[src/hdl/oai_pkg.sv]
// Shared types, constants and codes of the ordered list unit.
// Used by oai_cell, the top level and the checker; depends on nothing.
package oai_pkg;

    localparam int CAPACITY    = 16;
    localparam int MAX_RESULTS = 16;

    localparam int ELEM_W     = 32;
    localparam int INDEX_W    = 5;
    localparam int POSITION_W = 4;
    localparam int CMD_W      = 3;
    localparam int STATUS_W   = 2;
    localparam int CNT_W      = $clog2(CAPACITY + 1);
    localparam int POS_W      = $clog2(CAPACITY);
    localparam int CMP_W      = (INDEX_W > CNT_W) ? INDEX_W : CNT_W;

    typedef logic signed [ELEM_W-1:0] elem_t;
    typedef logic [CNT_W-1:0]         count_t;
    typedef logic [POS_W-1:0]         cpos_t;
    typedef logic [CMP_W-1:0]         cmp_t;
    typedef logic [POSITION_W-1:0]    position_t;

    typedef enum logic [CMD_W-1:0] {
        CMD_APPEND  = 3'd0,
        CMD_PREPEND = 3'd1,
        CMD_INSERT  = 3'd2,
        CMD_REMOVE  = 3'd3,
        CMD_CLEAR   = 3'd4,
        CMD_PRINT   = 3'd5
    } cmd_t;

    typedef enum logic [STATUS_W-1:0] {
        ST_OK           = 2'd0,
        ST_FULL         = 2'd1,
        ST_EMPTY_REMOVE = 2'd2,
        ST_EMPTY_PRINT  = 2'd3
    } status_t;

    typedef enum logic {
        S_IDLE  = 1'b0,
        S_PRINT = 1'b1
    } state_t;

    // What every cell of the chain does this cycle
    typedef enum logic [1:0] {
        OP_HOLD   = 2'd0,
        OP_INSERT = 2'd1,
        OP_REMOVE = 2'd2,
        OP_ROTATE = 2'd3
    } chain_op_t;

    typedef struct packed {
        chain_op_t op;
        cpos_t     pos;
        elem_t     value;
    } chain_ctrl_t;

endpackage

[src/hdl/ordered_array_insert_remove_unit.sv]
// Ordered list unit: a row of oai_cell shift cells plus a small controller.
// Append, prepend, insert, remove, clear: result beat the cycle after the command; one command
// per cycle while the output is free. Print: the command enters the print state, which emits the
// elements one per cycle while the chain rotates and m_ready does not stall; no command until done.
// Synchronous active-low reset clears count, state and output valid; cells are not reset.
// Depends on oai_pkg and oai_cell.
module ordered_array_insert_remove_unit (
    input  logic                             aclk,
    input  logic                             aresetn,
    input  logic                             s_valid,
    output logic                             s_ready,
    input  logic [oai_pkg::CMD_W-1:0]        s_command,
    input  logic [oai_pkg::INDEX_W-1:0]      s_index,
    input  logic signed [oai_pkg::ELEM_W-1:0] s_value,
    output logic                             m_valid,
    input  logic                             m_ready,
    output logic signed [oai_pkg::ELEM_W-1:0] m_element,
    output logic [oai_pkg::POSITION_W-1:0]   m_position,
    output logic                             m_last,
    output logic [oai_pkg::CNT_W-1:0]        m_count,
    output logic [oai_pkg::STATUS_W-1:0]     m_status
);

    oai_pkg::state_t      state_reg, state_next;
    oai_pkg::count_t      count_reg, count_next;
    oai_pkg::count_t      prt_reg, prt_next;
    logic                 m_valid_reg, m_valid_next;
    oai_pkg::elem_t       m_element_reg, m_element_next;
    oai_pkg::position_t   m_position_reg, m_position_next;
    logic                 m_last_reg, m_last_next;
    oai_pkg::count_t      m_count_reg, m_count_next;
    oai_pkg::status_t     m_status_reg, m_status_next;

    oai_pkg::chain_ctrl_t ctrl;
    oai_pkg::elem_t       cell_data [oai_pkg::CAPACITY];

    logic                 out_free;
    logic                 full;
    logic                 emit;
    oai_pkg::count_t      count_m1;
    oai_pkg::cpos_t       ins_pos;
    oai_pkg::cpos_t       rem_pos;

    // Cell chain
    for (genvar i = 0; i < oai_pkg::CAPACITY; i++) begin : g_cell
        oai_pkg::elem_t lower_w;
        oai_pkg::elem_t upper_w;
        if (i == 0) begin : g_first
            assign lower_w = s_value;
        end else begin : g_mid_lo
            assign lower_w = cell_data[i-1];
        end
        if (i == oai_pkg::CAPACITY - 1) begin : g_last
            assign upper_w = cell_data[0];
        end else begin : g_mid_hi
            assign upper_w = cell_data[i+1];
        end
        oai_cell u_cell (
            .aclk       (aclk),
            .cell_idx   (oai_pkg::cpos_t'(i)),
            .ctrl       (ctrl),
            .lower_data (lower_w),
            .upper_data (upper_w),
            .head_data  (cell_data[0]),
            .data       (cell_data[i])
        );
    end

    // Status flags and position clamping
    assign out_free = !m_valid_reg || m_ready;
    assign full     = (count_reg == oai_pkg::count_t'(oai_pkg::CAPACITY));
    assign count_m1 = count_reg - oai_pkg::count_t'(1);
    assign emit     = (int'(prt_reg) < oai_pkg::MAX_RESULTS);

    always_comb begin
        ins_pos = '0;
        if (oai_pkg::cmd_t'(s_command) == oai_pkg::CMD_APPEND) begin
            ins_pos = oai_pkg::cpos_t'(count_reg);
        end else if (oai_pkg::cmd_t'(s_command) == oai_pkg::CMD_INSERT) begin
            if (oai_pkg::cmp_t'(s_index) > oai_pkg::cmp_t'(count_reg)) begin
                ins_pos = oai_pkg::cpos_t'(count_reg);
            end else begin
                ins_pos = oai_pkg::cpos_t'(s_index);
            end
        end
    end

    always_comb begin
        if (oai_pkg::cmp_t'(s_index) >= oai_pkg::cmp_t'(count_reg)) begin
            rem_pos = oai_pkg::cpos_t'(count_m1);
        end else begin
            rem_pos = oai_pkg::cpos_t'(s_index);
        end
    end

    // Controller: next state, chain operation and result beat
    always_comb begin
        state_next      = state_reg;
        count_next      = count_reg;
        prt_next        = prt_reg;
        m_valid_next    = m_valid_reg && !m_ready;
        m_element_next  = m_element_reg;
        m_position_next = m_position_reg;
        m_last_next     = m_last_reg;
        m_count_next    = m_count_reg;
        m_status_next   = m_status_reg;
        ctrl.op         = oai_pkg::OP_HOLD;
        ctrl.pos        = '0;
        ctrl.value      = s_value;
        s_ready         = 1'b0;

        unique case (state_reg)
            oai_pkg::S_IDLE: begin
                s_ready = out_free;
                if (s_valid && out_free) begin
                    // default single-beat result
                    m_valid_next    = 1'b1;
                    m_element_next  = '0;
                    m_position_next = '0;
                    m_last_next     = 1'b1;
                    m_status_next   = oai_pkg::ST_OK;
                    m_count_next    = count_reg;
                    unique case (oai_pkg::cmd_t'(s_command)) inside
                        oai_pkg::CMD_APPEND, oai_pkg::CMD_PREPEND,
                        oai_pkg::CMD_INSERT: begin
                            if (full) begin
                                m_status_next = oai_pkg::ST_FULL;
                            end else begin
                                ctrl.op      = oai_pkg::OP_INSERT;
                                ctrl.pos     = ins_pos;
                                count_next   = count_reg + oai_pkg::count_t'(1);
                                m_count_next = count_reg + oai_pkg::count_t'(1);
                            end
                        end
                        oai_pkg::CMD_REMOVE: begin
                            if (count_reg == '0) begin
                                m_status_next = oai_pkg::ST_EMPTY_REMOVE;
                            end else begin
                                ctrl.op      = oai_pkg::OP_REMOVE;
                                ctrl.pos     = rem_pos;
                                count_next   = count_m1;
                                m_count_next = count_m1;
                            end
                        end
                        oai_pkg::CMD_CLEAR: begin
                            count_next   = '0;
                            m_count_next = '0;
                        end
                        oai_pkg::CMD_PRINT: begin
                            if (count_reg == '0) begin
                                m_status_next = oai_pkg::ST_EMPTY_PRINT;
                            end else begin
                                m_valid_next = 1'b0;
                                prt_next     = '0;
                                state_next   = oai_pkg::S_PRINT;
                            end
                        end
                        default: begin
                            m_status_next = oai_pkg::ST_OK;
                        end
                    endcase
                end
            end
            oai_pkg::S_PRINT: begin
                // one rotation step per cycle; stalls only when a beat cannot go out
                if (!emit || out_free) begin
                    ctrl.op  = oai_pkg::OP_ROTATE;
                    ctrl.pos = oai_pkg::cpos_t'(count_m1);
                    if (emit) begin
                        m_valid_next    = 1'b1;
                        m_element_next  = cell_data[0];
                        m_position_next = oai_pkg::position_t'(prt_reg);
                        m_last_next     = (prt_reg == count_m1)
                                       || (int'(prt_reg) == oai_pkg::MAX_RESULTS - 1);
                        m_count_next    = count_reg;
                        m_status_next   = oai_pkg::ST_OK;
                    end
                    if (prt_reg == count_m1) begin
                        state_next = oai_pkg::S_IDLE;
                    end else begin
                        prt_next = prt_reg + oai_pkg::count_t'(1);
                    end
                end
            end
            default: begin
                state_next = oai_pkg::S_IDLE;
            end
        endcase
    end

    // Control registers
    always_ff @(posedge aclk) begin
        if (!aresetn) begin
            state_reg   <= oai_pkg::S_IDLE;
            count_reg   <= '0;
            prt_reg     <= '0;
            m_valid_reg <= 1'b0;
        end else begin
            state_reg   <= state_next;
            count_reg   <= count_next;
            prt_reg     <= prt_next;
            m_valid_reg <= m_valid_next;
        end
    end

    // Result payload
    always_ff @(posedge aclk) begin
        m_element_reg  <= m_element_next;
        m_position_reg <= m_position_next;
        m_last_reg     <= m_last_next;
        m_count_reg    <= m_count_next;
        m_status_reg   <= m_status_next;
    end

    assign m_valid    = m_valid_reg;
    assign m_element  = m_element_reg;
    assign m_position = m_position_reg;
    assign m_last     = m_last_reg;
    assign m_count    = m_count_reg;
    assign m_status   = m_status_reg;

endmodule

[src/hdl/oai_cell.sv]
// One storage cell of the shift chain: holds one element and takes data from its lower
// or upper neighbor, the new value or the head element. Depends on oai_pkg.
module oai_cell (
    input  logic                aclk,
    input  oai_pkg::cpos_t      cell_idx,
    input  oai_pkg::chain_ctrl_t ctrl,
    input  oai_pkg::elem_t      lower_data,
    input  oai_pkg::elem_t      upper_data,
    input  oai_pkg::elem_t      head_data,
    output oai_pkg::elem_t      data
);

    oai_pkg::elem_t data_reg;
    oai_pkg::elem_t data_next;

    // Per-cell choice from the broadcast operation and position
    always_comb begin
        data_next = data_reg;
        case (ctrl.op)
            oai_pkg::OP_INSERT: begin
                if (cell_idx > ctrl.pos) begin
                    data_next = lower_data;
                end else if (cell_idx == ctrl.pos) begin
                    data_next = ctrl.value;
                end
            end
            oai_pkg::OP_REMOVE: begin
                if (cell_idx >= ctrl.pos) begin
                    data_next = upper_data;
                end
            end
            // rotate toward the head; the tail cell takes the old head
            oai_pkg::OP_ROTATE: begin
                if (cell_idx == ctrl.pos) begin
                    data_next = head_data;
                end else begin
                    data_next = upper_data;
                end
            end
            default: begin
                data_next = data_reg;
            end
        endcase
    end

    always_ff @(posedge aclk) begin
        data_reg <= data_next;
    end

    assign data = data_reg;

endmodule

[config.mk]
export PLATFORM = sky130hd
export DESIGN_NAME = ordered_array_insert_remove_unit
export DESIGN_NICKNAME = d
export VERILOG_FILES = /design/src/hdl/oai_pkg.sv /design/src/hdl/ordered_array_insert_remove_unit.sv /design/src/hdl/oai_cell.sv
export SDC_FILE = /design/constraint.sdc
export NUM_CORES = 2
export LEC_CHECK = 0
export BUFFER_PORTS_ARGS = -buffer_cell sky130_fd_sc_hd__buf_2
export CORE_MARGIN = 8
export CORE_UTILIZATION = 47
export DETAILED_ROUTE_END_ITERATION = 6
export PLACE_DENSITY = 0.7
export SETUP_SLACK_MARGIN = 0.1
export SLEW_MARGIN = 20
export SYNTH_ARGS = -nofsm -noshare
export SYNTH_HDL_FRONTEND = slang
export SYNTH_SLANG_ARGS = --single-unit
[constraint.sdc]
create_clock -name aclk -period 18 [get_ports aclk]
set_input_delay 2.7 -clock aclk [delete_from_list [all_inputs] [get_ports aclk]]
set_output_delay 2.7 -clock aclk [all_outputs]
set_load 0.01 [all_outputs]
# ---- Word-level counts from Yosys, hierarchy flattened
# Index checks and enable logic that the tools add are counted.
dict set report totals {
  ff_bits 568
  input_bits 44
  wordCells 296
  out_inout_bits 46
}
dict set report op_classes {
  magnitude_cmp 35
  add_sub_neg 3
  mux 135
  bitwise 1
  n_eq_ne 65
  n_reduce_logical 32
}
# operator count
set ops {}
lappend ops {{$mux W32} 66}
lappend ops {{$pmux W32 S3} 16}
lappend ops {{$pmux W32 S2} 1}
lappend ops {{$mux W5} 11}
lappend ops {{$ne A3 B1 Y1 const B} 16}
lappend ops {{$reduce_and A3 Y1} 16}
lappend ops {{$ne A2 B1 Y1 const B} 18}
lappend ops {{$eq A4 B4 Y1 const A} 8}
lappend ops {{$ge A4 B4 Y1 const A} 8}
lappend ops {{$gt A4 B4 Y1 const A} 8}
lappend ops {{$mux W4} 7}
lappend ops {{$pmux W6 S2} 2}
lappend ops {{$pmux W5 S2} 2}
lappend ops {{$mux W6} 3}
lappend ops {{$eq A3 B4 Y1 const A} 4}
lappend ops {{$ge A3 B4 Y1 const A} 4}
lappend ops {{$gt A3 B4 Y1 const A} 4}
lappend ops {{$mux W1} 15}
lappend ops {{$pmux W5 S3} 1}
lappend ops {{$add A5 B1 Y5 const B} 2}
lappend ops {{$eq A5 B5 Y1 const B} 2}
lappend ops {{$mux W2} 5}
lappend ops {{$ne A2 B2 Y1 const B} 5}
lappend ops {{$eq A2 B4 Y1 const A} 2}
lappend ops {{31 further kinds} 45}

# ---- Logic depth before layout (Yosys ltp)
dict set report logic_depth {
  ltp_word 12
  mapped_depth 16
  depth_no_buf 11
}

# ---- Hierarchy
# A second synthesis with hierarchy kept.
dict set report unflattened {
  cells_unflattened 2377
  area_unflattened_um2 32379.8
}
# mod seq_area_each_um2 cells_per_inst area_per_inst_um2 n_inst
set by_module_without_submodules {}
lappend by_module_without_submodules {{oai_cell at g_cell[15].u_cell ...} 960.9 132 1824.2 10}
lappend by_module_without_submodules {{oai_cell at g_cell[0].u_cell ...} 960.9 130 1853.0 6}
lappend by_module_without_submodules {ordered_array_insert_remove_unit 1561.5 277 3019.1 1}

# ---- Least setup slack after synthesis
# No wires, ideal clock.
dict set report synth_path {
  path_type {input to register}
  start {input s_index[2] in the netlist's numbering}
  end {register g_cell[1].u_cell.data_reg[0] (enable)}
  t_arrival_ns 8.136
  setup_slack_ns 9.393
  n_path_buf 0
  t_required_ns 17.530
  setup_time_ns 0.470
  stages 8
  cell_sequence {ha_1 > or2_2 > o311a_1 > o21ai_0 > mux2i_1 > o22ai_1 > nor2_1 > a21boi_0}
}
dict set report synth_between {
  elab_chain_cells 11
  elab_cells_between_ends 17
  classes_between {order compare: 4; eq/ne: 3; mux: 9; reduce/logical: 1}
}
# element line
set synth_lines {}
lappend synth_lines {{from (decl)} ordered_array_insert_remove_unit.sv:13} ;# input logic [oai_pkg::INDEX_W-1:0] s_index,
lappend synth_lines {{$gt A5 B5 Y1} ordered_array_insert_remove_unit.sv:80} ;# if (oai_pkg::cmp_t'(s_index) > oai_pkg::cmp_t'(count_reg)) begin
lappend synth_lines {{$mux W4} ordered_array_insert_remove_unit.sv:80}
lappend synth_lines {{$mux W4} ordered_array_insert_remove_unit.sv:79} ;# end else if (oai_pkg::cmd_t'(s_command) == oai_pkg::CMD_INSERT) begin
lappend synth_lines {{$mux W4} ordered_array_insert_remove_unit.sv:77} ;# if (oai_pkg::cmd_t'(s_command) == oai_pkg::CMD_APPEND) begin
lappend synth_lines {{$mux W5} ordered_array_insert_remove_unit.sv:126} ;# if (full) begin
lappend synth_lines {{$pmux W6 S2 (*)} ordered_array_insert_remove_unit.sv:123} ;# unique case (oai_pkg::cmd_t'(s_command)) inside
lappend synth_lines {{$mux W6 (*)} ordered_array_insert_remove_unit.sv:115} ;# if (s_valid && out_free) begin
lappend synth_lines {{$pmux W6 S2 (*)} ordered_array_insert_remove_unit.sv:112} ;# unique case (state_reg)
lappend synth_lines {{$gt A1 B4 Y1 (tied with other cells)} oai_cell.sv:21} ;# if (cell_idx > ctrl.pos) begin
lappend synth_lines {{$ne A3 B1 Y1 (no line) or $ne A2 B1 Y1 (tied branches)} -}
lappend synth_lines {{$reduce_and A3 Y1 (no line) (*)} -}
lappend synth_lines {{to (signal assigned)} oai_cell.sv:47} ;# data_reg <= data_next;
lappend synth_lines {{to (decl)} oai_cell.sv:13} ;# oai_pkg::elem_t data_reg;
# Mark *: on every way between the ends. The rest lies on a longest branch, timed or not.
# A chain may end at the register's enable or synchronous reset.

# ---- Worst setup path in the final report
dict set report layout_path {
  start {input s_index[2] in the netlist's numbering}
  end {register g_cell[1].u_cell.data_reg[7], data pin}
}
dict set report layout_between {
  elab_chain_cells 11
  elab_cells_between_ends 16
  classes_between {order compare: 3; eq/ne: 1; mux: 12}
}
# element line
set layout_lines {}
lappend layout_lines {{$gt A5 B5 Y1} ordered_array_insert_remove_unit.sv:80}
lappend layout_lines {{$mux W4} ordered_array_insert_remove_unit.sv:80}
lappend layout_lines {{$mux W4} ordered_array_insert_remove_unit.sv:79}
lappend layout_lines {{$mux W4} ordered_array_insert_remove_unit.sv:77}
lappend layout_lines {{$mux W5} ordered_array_insert_remove_unit.sv:126}
lappend layout_lines {{$pmux W6 S2 (*)} ordered_array_insert_remove_unit.sv:123}
lappend layout_lines {{$mux W6 (*)} ordered_array_insert_remove_unit.sv:115}
lappend layout_lines {{$pmux W6 S2 (*)} ordered_array_insert_remove_unit.sv:112}
lappend layout_lines {{$gt A1 B4 Y1 or $eq A1 B4 Y1 (tied branches)} {oai_cell.sv:21, oai_cell.sv:34}}
lappend layout_lines {{$mux W32 (on tied branches)} {oai_cell.sv:21, oai_cell.sv:34}}
lappend layout_lines {{$pmux W32 S3 (*)} oai_cell.sv:19} ;# case (ctrl.op)
lappend layout_lines {{net g_cell[1].u_cell.data_next[7]} oai_cell.sv:14} ;# oai_pkg::elem_t data_next;
# The timed path passes the listed nets; every way through them passes the cells marked *.

==> metrics.txt <==
# TYPE chip_impl_metric gauge
chip_impl_metric{name="async_flop_share",unit="%"} 0
chip_impl_metric{name="clock_power_share",unit="%"} 37.0
chip_impl_metric{name="post_synth_and_or_nand_nor_area_fraction",unit="%"} 11.9
chip_impl_metric{name="final_antenna_net_count",unit=""} 0
chip_impl_metric{name="synth_enable_flop_cells",unit=""} 556
chip_impl_metric{name="clk_latency",unit="ns"} 0.62
chip_impl_metric{name="syn-mean-instance-area",unit="sq um"} 10.6
chip_impl_metric{name="layout.nets",unit=""} 2867
chip_impl_metric{name="drive_gt1_share",unit="%"} 11.6
chip_impl_metric{name="synth.yosys.warnings",unit=""} 0
chip_impl_metric{name="detail_route.first_pass.iterations",unit=""} 7
chip_impl_metric{name="post_synth_inst_count",unit=""} 2940
chip_impl_metric{name="postCtsSetupRepairBufs",unit=""} 0
chip_impl_metric{name="ctsHoldBuffers",unit=""} 0
chip_impl_metric{name="globalRouteTotalUtil",unit="%"} 29.9
chip_impl_metric{name="route.final.wire_length",unit="mm"} 116
chip_impl_metric{name="multi_input_area",unit="sq mm"} 0.0132
chip_impl_info{name="main_combinational_cell_family_by_area_after_synthesis",value="compound AO/OA/AOI/OAI gates"} 1
chip_impl_metric{name="fin_crit",unit="ns"} 7.20
chip_impl_metric{name="post_drt_via_cell_ratio",unit=""} 7.33
chip_impl_metric{name="max_clock_freq",unit="MHz"} 139
chip_impl_metric{name="crit_path_max_fanout",unit=""} 40
chip_impl_metric{name="timing_worst_slew_pin_value",unit="ns"} 1.27
chip_impl_metric{name="synth-xor-area-share",unit="%"} 0.337
chip_impl_info{name="crit_type",value="in2reg"} 1
chip_impl_metric{name="grt_antenna_before_repair",unit=""} 8
chip_impl_info{name="post_synth_most_frequent_cells",value="556 x sky130_fd_sc_hd__edfxtp_1, 507 x sky130_fd_sc_hd__nand2_1, 343 x sky130_fd_sc_hd__a221o_1, 245 x sky130_fd_sc_hd__clkbuf_1, 211 x sky130_fd_sc_hd__a21oi_1"} 1
chip_impl_metric{name="sw_frac_of_total",unit="%"} 28.1
chip_impl_metric{name="power_leakage",unit="nW"} 12.5
chip_impl_metric{name="final_setup_fails",unit=""} 0
chip_impl_metric{name="num_vias",unit=""} 27400
chip_impl_info{name="synth_area_leaders",value="sky130_fd_sc_hd__edfxtp_1 53%, sky130_fd_sc_hd__a221o_1 11%, sky130_fd_sc_hd__nand2_1 6.1%"} 1
chip_impl_info{name="hold_end",value="g_cell[0].u_cell.data[10]"} 1
chip_impl_metric{name="hold_viol_final",unit=""} 0
chip_impl_metric{name="core_region_area",unit="sq mm"} 0.0657
chip_impl_info{name="timing.hold.worst.start",value="g_cell[1].u_cell.data[10]"} 1
chip_impl_metric{name="synthAdderAreaFrac",unit="%"} 0.361
chip_impl_metric{name="cap_viol_max_count",unit=""} 0
chip_impl_info{name="synthMostInstantiatedCell",value="sky130_fd_sc_hd__edfxtp_1"} 1
chip_impl_info{name="synth_flop_cell",value="sky130_fd_sc_hd__edfxtp_1"} 1
chip_impl_metric{name="whs_path_depth",unit=""} 2
chip_impl_metric{name="flip_flop_count_of_the_largest_register_all_copies_and_words_added",unit=""} 512
chip_impl_info{name="cts_root_buffer",value="sky130_fd_sc_hd__clkbuf_16"} 1
chip_impl_metric{name="worst-r2r-cell-count",unit=""} 13
chip_impl_metric{name="p_comb_share",unit="%"} 14.8
chip_impl_info{name="startpoint",value="s_index[2]"} 1
chip_impl_metric{name="max-clock-path-buffers",unit=""} 3
chip_impl_metric{name="row_count",unit=""} 94
chip_impl_metric{name="cts_repair_resize_count",unit=""} 0
chip_impl_metric{name="drc",unit=""} 4
chip_impl_metric{name="synth_largest_type_area_fraction",unit="%"} 53.5
chip_impl_metric{name="number_of_buffers_inserted_during_clock_tree_synthesis",unit=""} 67
chip_impl_metric{name="die_height",unit="um"} 274
chip_impl_metric{name="p_total",unit="mW"} 3.51
chip_impl_metric{name="cts.reportedPaths.clkPinSlew",unit="ns"} 0.06
chip_impl_info{name="timing.critical_path.from_type",value="input port"} 1
chip_impl_metric{name="timing.setup.tns",unit="ns"} 0
chip_impl_metric{name="routedWlPerCell",unit="um"} 31.1
chip_impl_metric{name="detailed_place_hpwl",unit="mm"} 68.6
chip_impl_metric{name="gp_congestion",unit=""} 0.927
chip_impl_metric{name="slew_viol_final",unit=""} 0
chip_impl_metric{name="portBuffers",unit=""} 89
chip_impl_metric{name="detailed_router_s_first_iteration_violation_count",unit=""} 4679
chip_impl_metric{name="reg2reg_slack",unit="ns"} 12.10
chip_impl_metric{name="globalRouteOverflowTotal",unit=""} 0
chip_impl_info{name="failed_checks",value="DRC"} 1
chip_impl_metric{name="ffs_latches_synth",unit=""} 568
chip_impl_metric{name="ys_seq_area_share",unit="%"} 54.3
chip_impl_metric{name="power.internal",unit="mW"} 2.52
chip_impl_metric{name="grt_first_pass_wirelength",unit="mm"} 171
chip_impl_metric{name="p_sw",unit="mW"} 0.985
chip_impl_metric{name="timing.critical_path.arrival",unit="ns"} 7.67
chip_impl_metric{name="die_x",unit="um"} 274
chip_impl_info{name="netlist.top_cell.by_area",value="sky130_fd_sc_hd__edfxtp_1"} 1
chip_impl_metric{name="htree_num_levels",unit=""} 3
chip_impl_info{name="worstReg2RegEnd",value="g_cell[6].u_cell.data[4]"} 1
chip_impl_metric{name="regArea",unit="sq mm"} 0.0169
chip_impl_metric{name="worst_ep_required_time",unit="ns"} 18.47
chip_impl_metric{name="die_outline_area",unit="sq mm"} 0.0749
chip_impl_info{name="tritoncts",value="built"} 1
chip_impl_metric{name="worst_ir_drop_vdd",unit="uV"} 80.5
chip_impl_metric{name="synth-compound-area-share",unit="%"} 24.5
chip_impl_metric{name="post-route-period-util",unit="%"} 40.0
chip_impl_metric{name="numClockSinks",unit=""} 568
chip_impl_metric{name="synthDistinctLibCells",unit=""} 75
chip_impl_metric{name="first_global_vias",unit=""} 26400
chip_impl_metric{name="grt_start_max_net_pins",unit=""} 192
chip_impl_metric{name="power.share.sequential",unit="%"} 48.2
chip_impl_info{name="timing.hold.worst.class",value="reg2reg"} 1
chip_impl_metric{name="syn-num-nets",unit=""} 2993
chip_impl_metric{name="pd_cells",unit="mW/mm^2"} 102
chip_impl_info{name="status",value="complete, but fails checks"} 1
chip_impl_metric{name="max_clock_skew",unit="ns"} 0.0163
chip_impl_metric{name="yosys-mux-area-fraction",unit="%"} 3.50
chip_impl_metric{name="post_synthesis_cell_area",unit="sq mm"} 0.0312
chip_impl_metric{name="top_level_ports",unit=""} 90
chip_impl_info{name="worst_setup_path_end_kind",value="register"} 1
chip_impl_metric{name="initial_core_util",unit="%"} 47.5
chip_impl_info{name="grt_setup_unrepaired",value="false"} 1
chip_impl_metric{name="area_growth",unit="%"} 10.5
chip_impl_info{name="worst_r2r_startpoint",value="count_reg[0]"} 1
chip_impl_metric{name="maxSlewHeadroom",unit="%"} 15.3
chip_impl_metric{name="fill_cell_total_of_the_finished_layout",unit=""} 5560
## worst max path at each step
stage | endpoint | slack (ns) | cells after the start
2_1_floorplan | g_cell[1].u_cell.data[0] | 9.39 | 8
3_3_place_gp | g_cell[6].u_cell.data[10] | 10.50 | 14
3_5_place_dp | g_cell[1].u_cell.data[9] | 10.37 | 11
4_1_cts | g_cell[1].u_cell.data[9] | 10.98 | 11
5_1_grt | g_cell[1].u_cell.data[4] | 10.73 | 11
6_report | g_cell[1].u_cell.data[7] | 10.80 | 11
## critical path, stage by stage
cell,delay (ns)
sky130_fd_sc_hd__buf_2,0.14
sky130_fd_sc_hd__ha_1,0.34
sky130_fd_sc_hd__or2_2,0.32
sky130_fd_sc_hd__o311a_1,0.15
sky130_fd_sc_hd__o21ai_0,0.29
sky130_fd_sc_hd__mux2i_1,0.57
sky130_fd_sc_hd__o221a_2,0.29
sky130_fd_sc_hd__buf_4,0.57
sky130_fd_sc_hd__nand3_2,0.94
sky130_fd_sc_hd__nor2_4,1.03
sky130_fd_sc_hd__a221o_1,0.29
## cells by family after synthesis
logic type / Yosys count
xor+xnor: 12
compound gates: 977
fa+ha+maj: 9
simple gates: 879
mux: 108
buf+inv: 387
flops: 568
## stage by stage
stage | setup slack, ns | hold WS [ns] | std cells | util [%] | cell area [sq um]
6_report | 10.80 | 0.533 | 3734 | 52.5 | 34500
3_5_place_dp | 10.37 | 0.527 | 3605 | 49.2 | 32300
4_1_cts | 10.98 | 0.536 | 3722 | 52.3 | 34400
5_1_grt | 10.73 | 0.568 | 3732 | 52.5 | 34500
3_3_place_gp | 10.50 | 0.515 | 3604 | 49.1 | 32300
2_1_floorplan | 9.39 | 0.504 | 2940 | - | 31200
## final cells by class
cell class                 count  share of cell area (%)
antenna                        8                  0.0580
clock buffer                  81                    5.20
clock inverter                36                   0.657
inverter                      36                   0.392
multi-input combinational   1985                    38.4
sequential                   568                    49.1
tap                          864                    3.13
timing repair buffer         156                    3.08
## power by group through the flow
stage / combinational [mW] / clock [mW] / sequential, mW
after floorplan: 0.357 / 0 / 1.67
after global placement: 0.481 / 0 / 1.71
after detailed placement: 0.500 / 0 / 1.71
after CTS: 0.502 / 1.30 / 1.69
after global routing: 0.551 / 1.34 / 1.70
final: 0.520 / 1.30 / 1.69
## layer usage
layer | vias to the layer above | track usage, % | wire, um
li1 | 11200 | - | -
met1 | 13300 | 38.2 | 41700
met2 | 2457 | 45.2 | 51400
met3 | 465 | 8.82 | 16300
met4 | 4 | 16.4 | 6820
met5 | - | 0 | 41
## cell usage in the layout, fill, tap and decap left out, drive strengths merged, types with 8 or more instances in the layout
| cell type | netlist | layout |
|---|---|---|
| nand3 | 106 | 106 |
| nand2 | 508 | 508 |
| a22o | 35 | 35 |
| nor2 | 161 | 161 |
| o2bb2ai | 31 | 31 |
| inv | 36 | 39 |
| nor3 | 17 | 17 |
| a211oi | 8 | 8 |
| diode | 0 | 8 |
| ha | 9 | 9 |
| a211o | 36 | 36 |
| or3 | 9 | 9 |
| a221o | 343 | 343 |
| a222oi | 27 | 27 |
| edfxtp | 556 | 556 |
| clkbuf | 245 | 81 |
| a21oi | 213 | 213 |
| mux2i | 107 | 107 |
| nor2b | 8 | 8 |
| dfxtp | 12 | 12 |
| clkinv | 0 | 30 |
| a22oi | 34 | 34 |
| o211ai | 32 | 32 |
| a32oi | 33 | 33 |
| and2 | 46 | 46 |
| o21ai | 138 | 138 |
| buf | 106 | 156 |
No activity file was read; power rests on OpenSTA's default activity.
